## src/tcce_pkg.sv

```systemverilog
// Shared constants, codes and types of the text console cursor engine.
package tcce_pkg;

    localparam int COLUMNS = 80;
    localparam int ROWS    = 25;
    localparam int CELLS   = COLUMNS * ROWS;
    localparam int COL_W   = $clog2(COLUMNS);
    localparam int ROW_W   = $clog2(ROWS);
    localparam int ADDR_W  = $clog2(CELLS);
    localparam int POS_W   = 11;

    localparam int QDEPTH  = 2;
    localparam int QPTR_W  = $clog2(QDEPTH);
    localparam int QCNT_W  = $clog2(QDEPTH + 1);
    localparam int OUTSTANDING_MAX = QDEPTH + 2;
    localparam int OUTST_W = $clog2(OUTSTANDING_MAX + 1);

    localparam int KIND_W    = 3;
    localparam int CFG_IDX_W = 1;

    localparam logic [KIND_W-1:0] KIND_PUT       = 3'd0;
    localparam logic [KIND_W-1:0] KIND_CLEAR     = 3'd1;
    localparam logic [KIND_W-1:0] KIND_READ      = 3'd2;
    localparam logic [KIND_W-1:0] KIND_WR_CHAR   = 3'd3;
    localparam logic [KIND_W-1:0] KIND_WR_COLOR  = 3'd4;

    localparam logic [CFG_IDX_W-1:0] REG_DEFAULT_COLOR = 1'b0;
    localparam logic [CFG_IDX_W-1:0] REG_TAB_STOP      = 1'b1;

    localparam logic [7:0] CH_NULL    = 8'h00;
    localparam logic [7:0] CH_TAB     = 8'h09;
    localparam logic [7:0] CH_NEWLINE = 8'h0A;
    localparam logic [7:0] CH_RETURN  = 8'h0D;
    localparam logic [7:0] CH_SPACE   = 8'h20;

    localparam logic [7:0] DEFAULT_COLOR_RST = 8'h07;
    localparam logic [3:0] TAB_STOP_RST      = 4'd4;
    localparam logic [3:0] TAB_MIN           = 4'd1;
    localparam logic [3:0] TAB_MAX           = 4'd8;

    typedef enum logic [3:0] {
        OP_PUT,
        OP_NEWLINE,
        OP_RETURN,
        OP_TAB,
        OP_CLEAR,
        OP_READ,
        OP_WR_CHAR,
        OP_WR_COLOR,
        OP_NOP
    } op_t;

    typedef struct packed {
        op_t              op;
        logic [7:0]       ch;
        logic [7:0]       color;
        logic [COL_W-1:0] col;
        logic [ROW_W-1:0] row;
    } cmd_t;

    typedef struct packed {
        logic init_busy;
    } back_status_t;

endpackage

```

## src/tcce_queue.sv

```systemverilog
// Command queue between the front end and the execution back end.
module tcce_queue (
    input  logic           aclk,
    input  logic           aresetn,
    input  logic           in_valid,
    output logic           in_ready,
    input  tcce_pkg::cmd_t in_cmd,
    output logic           out_valid,
    input  logic           out_ready,
    output tcce_pkg::cmd_t out_cmd
);
    import tcce_pkg::*;

    cmd_t              slot_reg [QDEPTH];
    logic [QPTR_W-1:0] wr_ptr_reg, wr_ptr_next;
    logic [QPTR_W-1:0] rd_ptr_reg, rd_ptr_next;
    logic [QCNT_W-1:0] count_reg, count_next;
    logic              push, pop;

    assign in_ready  = (count_reg != QCNT_W'(QDEPTH));
    assign out_valid = (count_reg != '0);
    assign out_cmd   = slot_reg[rd_ptr_reg];
    assign push      = in_valid && in_ready;
    assign pop       = out_valid && out_ready;

    always_comb begin
        wr_ptr_next = wr_ptr_reg;
        rd_ptr_next = rd_ptr_reg;
        count_next  = count_reg;
        if (push) begin
            wr_ptr_next = (wr_ptr_reg == QPTR_W'(QDEPTH - 1)) ? '0 : wr_ptr_reg + 1'b1;
        end
        if (pop) begin
            rd_ptr_next = (rd_ptr_reg == QPTR_W'(QDEPTH - 1)) ? '0 : rd_ptr_reg + 1'b1;
        end
        if (push && !pop) begin
            count_next = count_reg + 1'b1;
        end else if (pop && !push) begin
            count_next = count_reg - 1'b1;
        end
    end

    always_ff @(posedge aclk) begin
        if (!aresetn) begin
            wr_ptr_reg <= '0;
            rd_ptr_reg <= '0;
            count_reg  <= '0;
        end else begin
            wr_ptr_reg <= wr_ptr_next;
            rd_ptr_reg <= rd_ptr_next;
            count_reg  <= count_next;
        end
    end

    always_ff @(posedge aclk) begin
        if (push) begin
            slot_reg[wr_ptr_reg] <= in_cmd;
        end
    end

endmodule

```

## config.mk

```make
export PLATFORM = sky130hd
export DESIGN_NAME = tcce_queue
export DESIGN_NICKNAME = d
export VERILOG_FILES = /design/src/tcce_pkg.sv /design/src/tcce_queue.sv
export SDC_FILE = /design/constraint.sdc
export NUM_CORES = 1
export LEC_CHECK = 0
export BUFFER_PORTS_ARGS = -buffer_cell sky130_fd_sc_hd__buf_2
export CAP_MARGIN = 15
export CORE_MARGIN = 5
export CORE_UTILIZATION = 46
export CTS_BUF_LIST = sky130_fd_sc_hd__clkbuf_16
export CTS_CLUSTER_SIZE = 25
export DETAILED_ROUTE_END_ITERATION = 10
export PLACE_DENSITY_LB_ADDON = 0.12
export SLEW_MARGIN = 5
export SYNTH_ARGS = -nofsm -noshare
export SYNTH_HDL_FRONTEND = slang
export SYNTH_SLANG_ARGS = --single-unit
```

## constraint.sdc

```tcl
create_clock -name aclk -period 1.8 [get_ports aclk]
set_input_delay 0.27 -clock aclk [delete_from_list [all_inputs] [get_ports aclk]]
set_output_delay 0.27 -clock aclk [all_outputs]
set_load 0.05 [all_outputs]
```

==> run metrics, run 1 <==
synthesis-to-layout area growth 29.0%; number of nets with antenna violations after routing 0; detail-routed via count per cell 4.75; minimum clock period 1.73 ns; Initial DRC Count 83; synthesized area per cell 20.6 um^2; WL final 4290 um; io pins 70; Highest Clock Rate 579 MHz; skew final 0.00335 ns; Die H 84.5 um; Max Slew Vio Count 0; Setup TNS Final 0 ns; r2r setup slk 0.23 ns; number of synthesized flops with an enable pin 64; YS warnings 0; Port Buffer Count 69; Max Cap Viol 0; library cells used by synthesis 21; layout cells sized above 1 58.1%; Worst setup SP type register; GRT overflow 0; Arr. time, crit path 1.46 ns; routed length per instance 15.2 um; Fin. Hold Viols 0; Worst Path Required 1.53 ns; pwr/cell area 1690 nW/um^2; most common cell in the synthesized netlist edfxtp_1; sequential-to-total area share from yosys stat 79.3%; status completed; antenna violations before repair 0; Post-CTS Setup Repair Bufs 0; RSZ-0062 raised after global routing no; Layout Cells excl Fill 282; All-Layer GR Usage 12.9%; worst relative slew slack 82.4%; DRC 0; post-synthesis mux area share 14.1%; Die W 84.5 um; worst slew pin tran 0.265 ns; Placed Cells 267; CTS tree yes; max FFs per register 64; syn_nets 161; nature of the critical path endpoint output port; Critical Path Fanout Max 13; Site Rows 27; initial core utilization 46.9%; Hold Crit Class input port to register; die area 7140 um^2; Synth Register Bits 69; largest net degree at the start of global routing 20; WS Path Type register to output port; GPL Wtd Cong 0.708; Clock Tree Root clkbuf_16; clock latency on the worst-skew pair 0.31 ns; dominant cells by area after synthesis edfxtp_1 (75%), mux2_2 (13%), dfxtp_1 (3.9%); post-route clock period utilization 96.0%; drt first pass iters 4; WHS 0.145 ns; core area 5440 um^2; ant diodes 0; hpwl dp 3120 um; Synth Instances 124; number of global-route vias before repair 1483; # nets final 243; worst-case clock buffer depth 2; # hold bufs at CTS 0; DP Area 3010 um^2; first-pass GRT wire length 6840 um; final instance area 3290 um^2; top cell type's share of synthesized area 75.3%; Final setup viols 0; CTS Buf Count 9; xor and xnor area share after synthesis 1.03%; Primary FF master, synth edfxtp_1; TritonCTS Sinks 69; Synth Area in Adders 0.490%; Synth Area in Simple Gates 2.55%; area leader, netlist edfxtp_1; post-synthesis compound-gate area fraction 1.37%; DR vias 1339; maximum vdd drop 0.00101 V; H-tree Lvls 3; CTS resizes 0; Syn Std Cell Area 2550 um^2; Static Leak 1.26 nW; Worst-path clk slew 0.05 ns; main combinational cell family by area after synthesis multiplexers; asr flop ratio synth 0%; most frequent cells after synthesis edfxtp_1 (64), mux2_2 (30), dfxtp_1 (5), and2_1 (4), buf_4 (3)
## layout make-up
class                      count  area (um^2)
clock buffer                   9          225
clock inverter                 6         55.1
tap                           72         90.1
sequential                    69         2020
inverter                       1         3.75
multi-input combinational     50          500
timing repair buffer          75          394
fill                         445         2150
## logic make-up (layout without fill, tap and decap cells)
kind of cell               after synthesis  in the layout
muxes                                   32             32
AOI/OAI and AO/OA                        5              5
DFF                                     69             69
xor gates and xnor gates                 3              3
adders and majority gates                1              1
buffers and inverters                    5             91
and+or+nand+nor                          9              9
## critical path, cell delays in order, from the launching register on
cell	delay [ns]
dfxtp_1	0.34
buf_4	0.23
mux2_2	0.37
buf_2	0.21
## metrics by stage
step                utilization [%]  power [mW]  setup WS (ns)
global route                   60.5        5.84        0.00461
floorplan                         -        3.61         0.0168
global placement               55.3        3.97          0.302
detailed placement             55.3        4.02          0.236
CTS                            60.4        5.64        0.00322
finish                         60.5        5.57         0.0728
## power by group
part | total (mW) | switching [mW] | internal (mW)
combinational | 1.89 | 1.32 | 0.568
sequential | 2.09 | 0.0743 | 2.01
clock | 1.60 | 0.551 | 1.05
total | 5.57 | 1.94 | 3.63
## placed cells by master, fill, tap and decap left out, drive strengths merged, types with 2 or more instances in the layout
cell    count
buf        75
edfxtp     64
mux2       32
clkbuf      9
dfxtp       5
and2        4
clkinv      4
xnor2       2
o21ai       2
a21boi      2
## metal layers
layer,global-route usage [%],up-vias,wire length (um)
li1,-,648,-
met2,23.0,41,2400
met5,0,-,0
met1,13.2,648,1600
met3,4.91,2,281
met4,6.47,0,14
## worst paths after layout
path | from | to | depth (start not counted)
max | register | out_cmd[29] | 3
min reg2reg | count_reg[1] | count_reg[1] | 2
max reg2reg | count_reg[1] | count_reg[1] | 5
min | in_cmd[16] | slot_reg[0][16] | 1
No activity file was read; power rests on OpenSTA's default activity.
==> inputs of run 2 (changes only) <==
- MAX_ROUTING_LAYER: default -> met4
==> run 2 against run 1 <==
  * Setup slack worse by 0.0059 ns
  * Via count is 0.52% lower
  * Global-route usage is 0.31 points higher
  * Flip-flop and latch count stayed put
  * Clock skew is 0.0018 ns higher
  * First-iteration DRC count is 19% higher
  * Worst hold slack worse by 0.0019 ns
  * Non-clock buffer count stayed put
  * Final cell count stayed put
  * Maximum frequency is 0.34% lower
  * Core utilization stayed put
  * Die area stayed put
  * Critical path type unchanged
  * Largest cell class unchanged
==> run metrics, run 2 (synthesized netlist as in run 1, its figures left out) <==
status completed; skew final 0.00519 ns; io pins 70; CTS tree yes; synthesis-to-layout area growth 29.0%; DRC 0; worst relative slew slack 82.4%; Port Buffer Count 69; maximum vdd drop 0.00101 V; WS Path Type register to output port; Highest Clock Rate 577 MHz; GRT overflow 0; # nets final 243; GR Util met3 4.61%; GPL Wtd Cong 0.716; number of nets with antenna violations after routing 0; clock latency on the worst-skew pair 0.31 ns; worst-path cell chain buf_4 -> mux2_2 -> buf_2; Post-CTS Setup Repair Bufs 0; Final setup viols 0; number of global-route vias before repair 1483; # hold bufs at CTS 0; Pwr Total 5.58 mW; Worst Path Required 1.53 ns; hpwl dp 3120 um; CP max-delay cell mux2_2; antenna violations before repair 0; commonest non-fill, non-tap cells in the layout buf_2 (69), edfxtp_1 (64), mux2_2 (30); die area 7140 um^2; pwr/cell area 1690 nW/um^2; Initial DRC Count 99; multi-input logic area 500 um^2; Fin. Hold Viols 0; initial core utilization 46.9%; min-delay src in_cmd[2]; detail-routed via count per cell 4.72; Static Leak 1.26 nW; Die H 84.5 um; M1 GR Usage 13.8%; H-tree Lvls 3; busiest layer in global routing met2; nature of the critical path endpoint output port; TritonCTS Sinks 69; largest net degree at the start of global routing 20; routed length per instance 15.2 um; DR vias 1332; Worst setup SP type register; FILL cells 445; minimum clock period 1.73 ns; layout cells sized above 1 58.1%; Max Cap Viol 0; Arr. time, crit path 1.46 ns; RR Startpoint count_reg[0]; All-Layer GR Usage 13.2%; max FFs per register 64; met2 Use GR 22.9%; CTS Buf Count 9; first-pass GRT wire length 6830 um; WL final 4270 um; Hold Crit Class input port to register; most common cell after layout, fill and taps aside buf_2; post-route clock period utilization 96.3%; ant diodes 0; register area 2020 um^2; Site Rows 27; core area 5440 um^2; Worst-path clk slew 0.05 ns; drt first pass iters 4; Max Slew Vio Count 0; Setup TNS Final 0 ns; RSZ-0062 raised after global routing no; worst-case clock buffer depth 2; Critical Path Max Stage Delay 0.37 ns; Die W 84.5 um; worst slew pin tran 0.266 ns; Clock Tree Root clkbuf_16; Critical Path Fanout Max 13
run 2: metal layers:
layer  vias up  wire (um)
met2        47       2380
met4         0         30
li1        646          -
met3         4        278
met5         -          0
met1       635       1580
run 2: repair_timing:
action | CTS | global route
endpoints found under the hold margin | 0 | 0
gates resized for setup | 0 | 1
setup endpoints to repair | 0 | 19
run 2: final timing paths:
| kind | slack (ns) | cells after the start | to |
|---|---|---|---|
| max | 0.07 | 3 | out_cmd[29] |
| min | 0.14 | 1 | slot_reg[1][2] |
| max reg2reg | 0.23 | 5 | count_reg[1] |
| min reg2reg | 0.56 | 2 | count_reg[1] |
run 2: area by class of cell:
type	instances	share of cell area [%]
Clock buffer	9	6.84
Clock inverter	6	1.67
Inverter	1	0.114
Multi-Input combinational cell	50	15.2
Sequential cell	69	61.4
Tap cell	72	2.74
Timing Repair Buffer	75	12.0
run 2: where the power goes:
group	internal [mW]	leakage [nW]	total (mW)	switching [mW]
sequential	2.01	0.639	2.09	0.0737
clock	1.05	0.136	1.60	0.558
combinational	0.568	0.483	1.89	1.32
run 2: through the flow:
step | instances | hold WS (ns) | worst slack, ns | util [%] | instance area [um^2]
global placement | 267 | 0.458 | 0.302 | 55.3 | 3010
floorplan | 124 | 0.369 | 0.0168 | - | 2550
finish | 282 | 0.143 | 0.0669 | 60.5 | 3290
detailed placement | 267 | 0.462 | 0.236 | 55.3 | 3010
CTS | 282 | 0.132 | 0.00322 | 60.4 | 3290
global route | 282 | 0.127 | 0.00737 | 60.5 | 3290
run 2: critical path: cells and delay by family (launching register included):
kind	cells	cell delay (ns)
buffers and inverters	2	0.44
flip-flops	1	0.34
multiplexers	1	0.37
