<file path="src/tcce_pkg.sv">
// Shared constants, codes and types of the text console cursor engine.
package tcce_pkg;

    localparam int COLUMNS = 80;
    localparam int ROWS    = 25;
    localparam int CELLS   = COLUMNS * ROWS;
    localparam int COL_W   = $clog2(COLUMNS);
    localparam int ROW_W   = $clog2(ROWS);
    localparam int ADDR_W  = $clog2(CELLS);
    localparam int POS_W   = 11;

    localparam int QDEPTH  = 2;
    localparam int QPTR_W  = $clog2(QDEPTH);
    localparam int QCNT_W  = $clog2(QDEPTH + 1);
    localparam int OUTSTANDING_MAX = QDEPTH + 2;
    localparam int OUTST_W = $clog2(OUTSTANDING_MAX + 1);

    localparam int KIND_W    = 3;
    localparam int CFG_IDX_W = 1;

    localparam logic [KIND_W-1:0] KIND_PUT       = 3'd0;
    localparam logic [KIND_W-1:0] KIND_CLEAR     = 3'd1;
    localparam logic [KIND_W-1:0] KIND_READ      = 3'd2;
    localparam logic [KIND_W-1:0] KIND_WR_CHAR   = 3'd3;
    localparam logic [KIND_W-1:0] KIND_WR_COLOR  = 3'd4;

    localparam logic [CFG_IDX_W-1:0] REG_DEFAULT_COLOR = 1'b0;
    localparam logic [CFG_IDX_W-1:0] REG_TAB_STOP      = 1'b1;

    localparam logic [7:0] CH_NULL    = 8'h00;
    localparam logic [7:0] CH_TAB     = 8'h09;
    localparam logic [7:0] CH_NEWLINE = 8'h0A;
    localparam logic [7:0] CH_RETURN  = 8'h0D;
    localparam logic [7:0] CH_SPACE   = 8'h20;

    localparam logic [7:0] DEFAULT_COLOR_RST = 8'h07;
    localparam logic [3:0] TAB_STOP_RST      = 4'd4;
    localparam logic [3:0] TAB_MIN           = 4'd1;
    localparam logic [3:0] TAB_MAX           = 4'd8;

    typedef enum logic [3:0] {
        OP_PUT,
        OP_NEWLINE,
        OP_RETURN,
        OP_TAB,
        OP_CLEAR,
        OP_READ,
        OP_WR_CHAR,
        OP_WR_COLOR,
        OP_NOP
    } op_t;

    typedef struct packed {
        op_t              op;
        logic [7:0]       ch;
        logic [7:0]       color;
        logic [COL_W-1:0] col;
        logic [ROW_W-1:0] row;
    } cmd_t;

    typedef struct packed {
        logic init_busy;
    } back_status_t;

endpackage

</file>
<file path="src/tcce_front.sv">
// Front end: input beat acceptance and classification into console commands.
module tcce_front (
    input  logic                            s_valid,
    output logic                            s_ready,
    input  logic [tcce_pkg::KIND_W-1:0]     s_kind,
    input  logic [7:0]                      s_char_code,
    input  logic [7:0]                      s_cell_color,
    input  logic [6:0]                      s_cell_column,
    input  logic [4:0]                      s_cell_row,
    input  tcce_pkg::back_status_t          status,
    output logic                            q_valid,
    input  logic                            q_ready,
    output tcce_pkg::cmd_t                  q_cmd
);
    import tcce_pkg::*;

    logic on_screen;
    op_t  op;

    assign on_screen = (int'(s_cell_column) < COLUMNS) && (int'(s_cell_row) < ROWS);

    always_comb begin
        case (s_kind)
            KIND_PUT: begin
                case (s_char_code)
                    CH_NEWLINE: op = OP_NEWLINE;
                    CH_RETURN:  op = OP_RETURN;
                    CH_TAB:     op = OP_TAB;
                    default:    op = OP_PUT;
                endcase
            end
            KIND_CLEAR:    op = OP_CLEAR;
            KIND_READ:     op = on_screen ? OP_READ : OP_NOP;
            KIND_WR_CHAR:  op = on_screen ? OP_WR_CHAR : OP_NOP;
            KIND_WR_COLOR: op = on_screen ? OP_WR_COLOR : OP_NOP;
            default:       op = OP_NOP;
        endcase
    end

    assign q_cmd.op    = op;
    assign q_cmd.ch    = s_char_code;
    assign q_cmd.color = s_cell_color;
    assign q_cmd.col   = COL_W'(s_cell_column);
    assign q_cmd.row   = ROW_W'(s_cell_row);

    assign s_ready = q_ready && !status.init_busy;
    assign q_valid = s_valid && !status.init_busy;

endmodule

</file>
<file path="config.mk">
export PLATFORM = sky130hd
export DESIGN_NAME = tcce_front
export DESIGN_NICKNAME = d
export VERILOG_FILES = /design/src/tcce_pkg.sv /design/src/tcce_front.sv
export SDC_FILE = /design/constraint.sdc
export NUM_CORES = 1
export LEC_CHECK = 0
export BUFFER_PORTS_ARGS = -buffer_cell sky130_fd_sc_hd__buf_4
export CORE_MARGIN = 1.5
export CORE_UTILIZATION = 26
export DETAILED_ROUTE_END_ITERATION = 16
export PLACE_DENSITY = 0.85
export SETUP_SLACK_MARGIN = 0.15
export SLEW_MARGIN = 20
export SYNTH_ARGS = -nofsm -noshare
export SYNTH_HDL_FRONTEND = slang
export SYNTH_SLANG_ARGS = --single-unit
</file>
<file path="constraint.sdc">
create_clock -name vclk -period 0.8
set_input_delay 0.04 -clock vclk [all_inputs]
set_output_delay 0.04 -clock vclk [all_outputs]
set_load 0.01 [all_outputs]
</file>
==> results of run 1 <==
==> kinds of logic (layout without fill, tap and decap cells) <==
logic type	Yosys count	count (layout)	synth area share [%]
xor gates and xnor gates	2	2	4.49
buffers and inverters	29	51	54.8
and+or+nand+nor	11	11	17.0
muxes	1	1	2.56
AOI/OAI and AO/OA	8	8	21.2
==> per-stage QoR <==
stage                     total power, uW  TNS, ns  hold WS (ns)
after floorplan                       225        0         0.126
after global placement                332   -0.925        0.0801
after detailed placement              339   -0.962        0.0801
after CTS                             361   -0.880        0.0801
after global routing                  384    -1.08        0.0800
final                                 361   -0.839        0.0800
==> final cells by class <==
| class | count | share of cell area [%] |
|---|---|---|
| tap | 15 | 3.00 |
| inverter | 1 | 0.600 |
| timing repair buffer | 50 | 61.8 |
| multi-input combinational | 22 | 34.6 |
==> cells in the mapped netlist <==
cell | count | area, um2
nor4b_1 | 1 | 8.76
xnor2_1 | 1 | 8.76
nand2b_1 | 1 | 6.26
nand3_1 | 2 | 10.0
a21boi_0 | 1 | 7.51
o21ai_1 | 1 | 5.00
o311ai_4 | 1 | 26.3
o32ai_1 | 1 | 8.76
a31oi_1 | 1 | 6.26
nor2_1 | 2 | 7.51
o21a_1 | 1 | 7.51
nor2b_1 | 3 | 18.8
a21oi_1 | 1 | 5.00
mux2i_1 | 1 | 10.0
nand2_2 | 1 | 6.26
o32ai_2 | 1 | 16.3
buf_4 | 28 | 210
inv_1 | 1 | 3.75
xor2_1 | 1 | 8.76
and3b_1 | 1 | 8.76
==> worst max-delay path, cell delays in order <==
cell      delay (ns)
buf_6           0.10
o311ai_4        0.32
buf_4           0.18
nand3_2         0.07
mux2i_2         0.15
buf_4           0.14
==> worst max-delay path by stage <==
stage,from,to,slack (ns)
after global routing,s_cell_row[0],q_cmd[28],-0.31
final,s_cell_row[0],q_cmd[30],-0.23
after CTS,s_cell_row[0],q_cmd[28],-0.23
after floorplan,s_cell_row[1],q_cmd[28],0.0008
after global placement,s_char_code[5],q_cmd[29],-0.30
after detailed placement,s_char_code[5],q_cmd[29],-0.31
==> routing by layer <==
metal  vias up  GRT usage, %  part of all wire [%]
met5         -             0                     0
met1       178          10.0                    32
met4         0         0.645                  0.41
met2        23          19.1                    57
met3         2          1.30                    11
li1        189             -                     -
==> timing repair <==
item | in CTS | in global routing
endpoints found under the setup margin | 4 | 4
pin swaps | 4 | 1
gates resized for setup | 7 | 2
setup buffers | 1 | 0
==> report_power, final <==
part	internal [uW]	switching [uW]	leakage, uW
clock network	0	0	0
registers	0	0	0
logic	217	145	0.000313
total	217	145	0.000313
==> results.md, run 1 <==
- DRT Wirelength: about 980 um
- Pin count of the biggest net entering global routing: 7
- Initial Util: between 20 and 30%
- Status: finished with violations
- Core Util, Final: 46.3%
- Critical Path RT: around 0.76 ns
- Peak supply drop: 0.231 mV
- Total gr overflow: 0
- Placed Area: between 500 and 600 um2
- Pwr/cell area: between 500 and 600 nW/um2
- Average cell area after synthesis: roughly 7.7 um2
- Sequential cell area: 0 um2
- Final hold vios: 0
- RSZ-0062 raised after global routing: true
- Startpoint Class: primary input
- Final-report setup violation count: 4
- Ant diodes: 0
- Syn Inst Count: between 50 and 60
- Max-slew violation count: 0
- Port bufs: 44
- Most frequent cells in the layout: buf_4, nor2b_1, buf_6
- Worst Slack Setup Final: -0.233 ns
- Min-delay worst type: primary input to output port
- Vias in the first global route: roughly 350
- Synth unique cells: 20
- # DRC: 0
- Hold_buf cts: 0
- Vias: 392
- GP Congestion: between 0.7 and 0.8
- Final min period: ~1.0 ns
- Drt initial violations: 1
- Hold Crit Depth: 0
- Routed vias/inst: approximately 4.5
- Mapped Area: just under 400 um2
- Slew @ Worst Pin: approximately 0.28 ns
- Area growth syn-to-layout: 60.3%
- Die ar.: about 1700 um2
- Nature of the critical path endpoint: output port
- Total global-route track usage: 9.25%
- Fillers: approximately 150
- LEAKAGE: approximately 0.00031 uW
- Crit Path Class: primary input to output port
- Routed len/inst: 11.2 um
- Share of layout cells above drive strength 1: approximately four fifths
- Die X-Extent: approximately 42 um
- Syn nets: 85
- Period Utilization, post-route: 129%
- Layout Cells excl Fill: 88
- # clk buffers: 0
- Post-Place Cells: between 80 and 90
- Most common cell after layout, fill and taps aside: buf_4
- Core area: between 1000 and 1500 um2
- WP data arrival: approximately 0.99 ns
- FFs & Latches: 0
- Site Rows: 13
- Max_cap viols: 0
- Initial DRT Pass Iterations: 4
- Hold Path End: q_cmd[15]
- Failing checks: setup timing
- Maximum clock rate: ~0.97 GHz
- Worst-path maximum fanout: 3
- Synth warn: 0
- Die height: approximately 42 um
- First-pass GRT wire length: about 1.4 mm
- Io pins: 68
- Initial antenna violation count: 0
- Seq/Total Area, Yosys: 0%
- Final ANT Viol Nets: 0
- Worst hold start: s_cell_color[3]
- Final #Nets: 109
- Design area: approximately 630 um2
- Post-place setup slack: -0.311 ns
- Rel. slew slack: 81.5%
- Area of the multi-input gates: 216 um2
No activity file was read; power rests on OpenSTA's default activity.
==> run 2, diff against run 1 <==
--- a/config.mk
+++ b/config.mk
@@ -6,10 +6,10 @@
 export NUM_CORES = 1
 export LEC_CHECK = 0
 export BUFFER_PORTS_ARGS = -buffer_cell sky130_fd_sc_hd__buf_4
-export CORE_MARGIN = 1.5
-export CORE_UTILIZATION = 26
+export CORE_AREA = 2 2 39 41
 export DETAILED_ROUTE_END_ITERATION = 16
-export PLACE_DENSITY = 0.85
+export DIE_AREA = 0 0 41 43
+export PLACE_DENSITY = 0.91
 export SETUP_SLACK_MARGIN = 0.15
 export SLEW_MARGIN = 20
 export SYNTH_ARGS = -nofsm -noshare
==> constraint.sdc (replaced) <==
create_clock -name vclk -period 1.2
set_input_delay 0.06 -clock vclk [all_inputs]
set_output_delay 0.06 -clock vclk [all_outputs]
set_load 0.01 [all_outputs]
==> run 2 against run 1 <==
  * The flow now finishes without violations
  * Die area rose by 1.1%
  * First-iteration DRC count rose to 3.0 times the previous value
  * Global-route usage rose by 0.74 points
==> results.md, run 2 (same netlist as run 1, synthesis figures left out) <==
- TNS Setup: 0 ns (was -0.839 ns)
- Part of the power in registers: 0% (about the same)
- Final hold vios: 0 (unchanged)
- Initial antenna violation count: 0 (unchanged)
- Pin count of the biggest net entering global routing: 7 (unchanged)
- Critical Path RT: 1.14 ns (was 0.76 ns)
- Beginning of the critical path: s_cell_row[1] (was s_cell_row[0])
- Clk pwr share: 0% (about the same)
- Initial Util: 28.2% (was 28.9%)
- Initial DRT Pass Iterations: 2 (was 4)
- Share of layout cells above drive strength 1: 74.6% (was 80.8%)
- Hold_buf cts: 0 (unchanged)
- GP Congestion: 0.764 (was 0.722)
- RSZ-0062 raised after global routing: true (unchanged)
- Power, Total: 213 uW (was 361 uW)
- CP endpoint: q_cmd[28] (was q_cmd[30])
- Int Pwr: 126 uW (was 217 uW)
- Post-place setup slack: 0.0915 ns (was -0.311 ns)
- GRT busiest layer: met2 (unchanged)
- Total global-route track usage: 9.99% (was 9.25%)
- Most frequent cells in the layout: buf_4, nor2b_1, buf_6 (unchanged)
- Maximum clock rate: ~0.93 GHz
- Met3 Resource Use GR: 2.09% (was 1.30%)
- Final ANT Viol Nets: 0 (unchanged)
- # clk buffers: 0 (unchanged)
- Sequential cell area: 0 um2 (unchanged)
- Vias in the first global route: 357 (was 345)
- Final min period: roughly 1.1 ns
- Routed len/inst: 10.8 um (was 11.2 um)
- Die X-Extent: 41 um (was 41.8 um)
- Placed Area: 531 um2 (was 578 um2)
- Final-report setup violation count: 0 (was 4)
- Vias: 362 (was 392)
- Port bufs: 44 (unchanged)
- Die height: 43 um (was 41.8 um)
- Total gr overflow: 0 (unchanged)
- Period Utilization, post-route: 89.9%
- Max_cap viols: 0 (unchanged)
- Final #Nets: 103 (was 109)
- Crit Path Class: primary input to output port (unchanged)
- Max-slew violation count: 0 (unchanged)
- Site Rows: 14 (was 13)
- Drt initial violations: 3 (was 1)
- Startpoint Class: primary input (unchanged)
- Nature of the critical path endpoint: output port (unchanged)
- First-pass GRT wire length: 1.32 mm (was 1.39 mm)
- WP data arrival: 1.02 ns (was 0.99 ns)
- Core area: 1380 um2 (was 1350 um2)
- Min-delay worst type: primary input to output port (unchanged)
- Met2 Usage GRT: 19.7% (was 19.1%)
- Design area: 559 um2 (was 626 um2)
- Most common cell after layout, fill and taps aside: buf_4 (unchanged)
- Status: finished clean (was finished with violations)
- Core Util, Final: 40.4% (was 46.3%)
- Die ar.: 1760 um2 (was 1740 um2)
- DRT Wirelength: 894 um (was 984 um)
- Area growth syn-to-layout: 43.3% (was 60.3%)
- LEAKAGE: 0.000280 uW (was 0.000313 uW)
- Rel. slew slack: 80.1% (was 81.5%)
- Peak supply drop: 0.139 mV (was 0.231 mV)
- # Post-CTS Setup Buffers: 0 (was 1)
- Routed vias/inst: 4.36 (was 4.45)
- Ant diodes: 0 (unchanged)
- # DRC: 0 (unchanged)
- Worst Slack Setup Final: 0.121 ns (was -0.233 ns)
- Grt met1 use: 9.81% (was 10.0%)
- Switching pwr: 87.6 uW (was 145 uW)
- Comb pwr share: 100.0% (about the same)
- Slew @ Worst Pin: 0.298 ns (was 0.277 ns)
- Hold Crit Depth: 0 (unchanged)
- Net Sw Frac: 41.1% (was 40.0%)
- Io pins: 68 (unchanged)
- Worst-path maximum fanout: 4 (was 3)
- FFs & Latches: 0 (unchanged)
- Pwr/cell area: 381 nW/um2 (was 578 nW/um2)
run 2: power groups by stage:
stage | clock network (uW) | registers [uW] | logic [uW]
floorplan | 0 | 0 | 146
global placement | 0 | 0 | 202
detailed placement | 0 | 0 | 206
CTS | 0 | 0 | 211
global route | 0 | 0 | 231
finish | 0 | 0 | 213
run 2: per-layer routing:
layer	wire length, um	up-vias
met5	0	-
met4	5	0
met2	495	25
met1	263	157
li1	-	178
met3	130	2
run 2: critical path, stage by stage:
cell	delay, ns
buf_6	0.10
o311ai_4	0.33
nand2_2	0.11
o32ai_2	0.25
buf_4	0.16
run 2: worst min-delay path by stage:
stage                          from   endpoint  slack, ns
floorplan                    status    q_valid       0.17
global placement    s_cell_color[2]  q_cmd[14]       0.12
detailed placement  s_cell_color[2]  q_cmd[14]       0.12
CTS                 s_cell_color[2]  q_cmd[14]       0.12
global route        s_cell_color[5]  q_cmd[17]       0.12
finish              s_cell_color[1]  q_cmd[13]       0.12
run 2: layout make-up:
cell class,count,area (um2)
Tap cell,16,20.0
Inverter,1,3.75
Multi-Input combinational cell,22,194
Timing Repair Buffer,44,342
Fill cell,139,825
run 2: what timing repair did:
action	4_1_cts	5_1_grt
pin swaps	3	3
resized for setup	3	3
endpoints found under the setup margin	2	4
cloned	0	0
run 2: through the flow:
step,cells,hold slack (ns)
global placement,83,0.120
CTS,83,0.120
floorplan,51,0.166
global route,83,0.120
finish,83,0.120
detailed placement,83,0.120
==> run 3, diff against run 2 <==
--- a/config.mk
+++ b/config.mk
@@ -5,11 +5,13 @@
 export SDC_FILE = /design/constraint.sdc
 export NUM_CORES = 1
 export LEC_CHECK = 0
+export ABC_AREA = 1
 export BUFFER_PORTS_ARGS = -buffer_cell sky130_fd_sc_hd__buf_4
-export CORE_AREA = 2 2 39 41
+export CORE_MARGIN = 1.5
+export CORE_UTILIZATION = 33
 export DETAILED_ROUTE_END_ITERATION = 16
-export DIE_AREA = 0 0 41 43
-export PLACE_DENSITY = 0.91
+export PLACE_DENSITY = 0.95
+export RECOVER_POWER = 100
 export SETUP_SLACK_MARGIN = 0.15
 export SLEW_MARGIN = 20
 export SYNTH_ARGS = -nofsm -noshare
==> run 3 against run 2 <==
  * Final area down 11%
  * Die area down 12%
  * Non-clock buffer count unchanged
  * Maximum frequency up 18%
  * Critical endpoint is now q_cmd[29]
==> results.md, run 3 <==
- Total global-route track usage: 10.6% (was 9.99%)
- Crit Path Class: primary input to output port (unchanged)
- First-pass GRT wire length: 1.21 mm (was 1.32 mm)
- Synthesized-area fraction occupied by adder cells: 0% (unchanged)
- WP data arrival: 0.85 ns (was 1.02 ns)
- Max-slew violation count: 0 (unchanged)
- Design area: 495 um2 (was 559 um2)
- Routed len/inst: 8.89 um (was 10.8 um)
- Worst Slack Setup Final: 0.287 ns (was 0.121 ns)
- Initial antenna violation count: 0 (unchanged)
- Die ar.: 1550 um2 (was 1760 um2)
- CP max stage delay: 0.16 ns (was 0.33 ns)
- Ant diodes: 0 (unchanged)
- Area share of the leading cell type in the synthesized netlist: 48.3% (was 53.8%)
- Sequential cell area: 0 um2 (unchanged)
- Final ANT Viol Nets: 0 (unchanged)
- DRT Wirelength: 907 um (was 894 um)
- Synth warn: 0 (unchanged)
- Site Rows: 12 (was 14)
- Vias: 431 (was 362)
- Slew @ Worst Pin: 0.156 ns (was 0.298 ns)
- CP Cell Sequence: buf_4, nor2_4, nor2_2, nor2_1, nand3_2, o21ai_2, clkbuf_1 (was buf_6, o311ai_4, nand2_2, o32ai_2, buf_4)
- Vias in the first global route: 315 (was 357)
- Period Utilization, post-route: 76.1% (was 89.9%)
- Post-place setup slack: 0.341 ns (was 0.0915 ns)
- Area growth syn-to-layout: 13.8% (was 43.3%)
- Mapped Area: 435 um2 (was 390 um2)
- Most frequent cells in the layout: buf_4, clkbuf_1, nor2_1, inv_1, nand2_1 (was buf_4, nor2b_1, buf_6)
- Compound-Gate Fraction of Synth Area: 3.74% (was 21.2%)
- Max_cap viols: 0 (unchanged)
- RSZ-0062 raised after global routing: false (was true)
- Routed vias/inst: 4.23 (was 4.36)
- Critical Path RT: 1.14 ns (about the same)
- Hold Path End: q_cmd[13] (unchanged)
- Final #Nets: 124 (was 103)
- Hold Crit Depth: 0 (unchanged)
- Initial Util: 37.2% (was 28.2%)
- Post-DP HPWL: between 800 and 900 um
- Hold_buf cts: 0 (unchanged)
- Post-Synth Simple-Gate Area: 36.5% (was 17.0%)
- Synth unique cells: 16 (was 20)
- # Post-CTS Setup Buffers: 0 (unchanged)
- Nature of the critical path endpoint: output port (unchanged)
- Average cell area after synthesis: 6.05 um2 (was 7.65 um2)
- Worst-path maximum fanout: 4 (unchanged)
- Most common cell after layout, fill and taps aside: buf_4 (unchanged)
- Slowest library cell on the worst path: clkbuf_1 (was o311ai_4)
- LEAKAGE: 0.000277 uW (was 0.000280 uW)
- Worst hold start: s_cell_color[1] (unchanged)
- Final hold vios: 0 (unchanged)
- Die X-Extent: 39.3 um (was 41 um)
- Hold WS: 0.120 ns (unchanged)
- Seq/Total Area, Yosys: 0% (unchanged)
- Rel. slew slack: 89.6% (was 80.1%)
- Startpoint Class: primary input (unchanged)
- Pwr/cell area: 353 nW/um2 (was 381 nW/um2)
- Share of layout cells above drive strength 1: 36.4% (was 74.6%)
- Peak supply drop: 0.125 mV (was 0.139 mV)
- Syn Inst Count: 72 (was 51)
- Largest family of logic cells by synthesized area: buffers and inverters (unchanged)
- CTS resizes: 0 (was 3)
- Final min period: 0.913 ns (was 1.08 ns)
- Syn nets: 106 (was 85)
- Status: finished clean (unchanged)
- Drt initial violations: 3 (unchanged)
- TNS Setup: 0 ns (unchanged)
- Io pins: 68 (unchanged)
- Min-delay worst type: primary input to output port (unchanged)
- Total gr overflow: 0 (unchanged)
- Core area: 1170 um2 (was 1380 um2)
- Placed Area: 573 um2 (was 531 um2)
- Synth top cells by count: buf_4, inv_1, nor2_1 (was buf_4, nor2b_1, nand3_1, nor2_1)
- Final-report setup violation count: 0 (unchanged)
- Area leader, netlist: buf_4 (unchanged)
- Port bufs: 44 (unchanged)
- FFs & Latches: 0 (unchanged)
- # clk buffers: 0 (unchanged)
- Initial DRT Pass Iterations: 2 (unchanged)
- Pin count of the biggest net entering global routing: 7 (unchanged)
- Core Util, Final: 42.3% (was 40.4%)
- Most instantiated library cell after synthesis: buf_4 (unchanged)
- Die height: 39.3 um (was 43 um)
- # DRC: 0 (unchanged)
- Area contributors post-synth: buf_4, inv_1, nor2_1 (was buf_4, o311ai_4, nor2b_1)
- Fillers: 141 (was 139)
- Mux contribution to synthesized area: 0% (was 2.56%)
- GP Congestion: 0.667 (was 0.764)
- Xor and xnor area share after synthesis: 2.01% (was 4.49%)
- Maximum clock rate: 1.10 GHz (was 0.927 GHz)
==> run 3: cell types whose count changed after synthesis, moves of 2 or more <==
cell / delta
inv_1: +9
nand2_1: +7
nor2_1: +7
nand3_1: +3
nor2b_1: -3
nand3_2: +2
nor2_2: +2
==> run 3: logic make-up after synthesis <==
| logic type | after synthesis |
|---|---|
| compound gates | 2 |
| xor+xnor | 1 |
| buf+inv | 39 |
| simple gates | 30 |
==> run 3: layer usage <==
metal,GRT usage (%),wire length [um]
met1,12.5,281
met2,20.4,516
met3,0,92
met4,3.45,16
met5,0,0
==> run 3: power by group <==
group	internal (uW)	switching (uW)	total, uW
Combinational	87.5	87.5	175
Sequential	0	0	0
Clock	0	0	0
==> run 3: worst max-delay path by stage <==
stage                      from        end  slack (ns)
2_1_floorplan  s_cell_column[6]  q_cmd[28]        0.62
3_3_place_gp          s_kind[0]  q_cmd[29]        0.37
3_5_place_dp          s_kind[0]  q_cmd[28]        0.34
4_1_cts               s_kind[0]  q_cmd[28]        0.34
5_1_grt               s_kind[0]  q_cmd[29]        0.18
6_report              s_kind[0]  q_cmd[29]        0.29
==> run 3: cell type report <==
class,count,area (um2),share of cell area (%)
Timing Repair Buffer,44,255,51.5
Multi-Input combinational cell,33,181,36.6
Inverter,11,41.3,8.33
Tap cell,14,17.5,3.54
==> run 3: through the flow <==
stage | instances | total power [uW]
final | 102 | 175
after global routing | 102 | 194
after CTS | 102 | 208
after detailed placement | 102 | 207
after global placement | 102 | 202
after floorplan | 72 | 151
==> run 3: critical path: cells and delay by family <==
family	cells	cell delay, ns
buf+inv	2	0.29
compound gates	1	0.07
simple gates	4	0.44
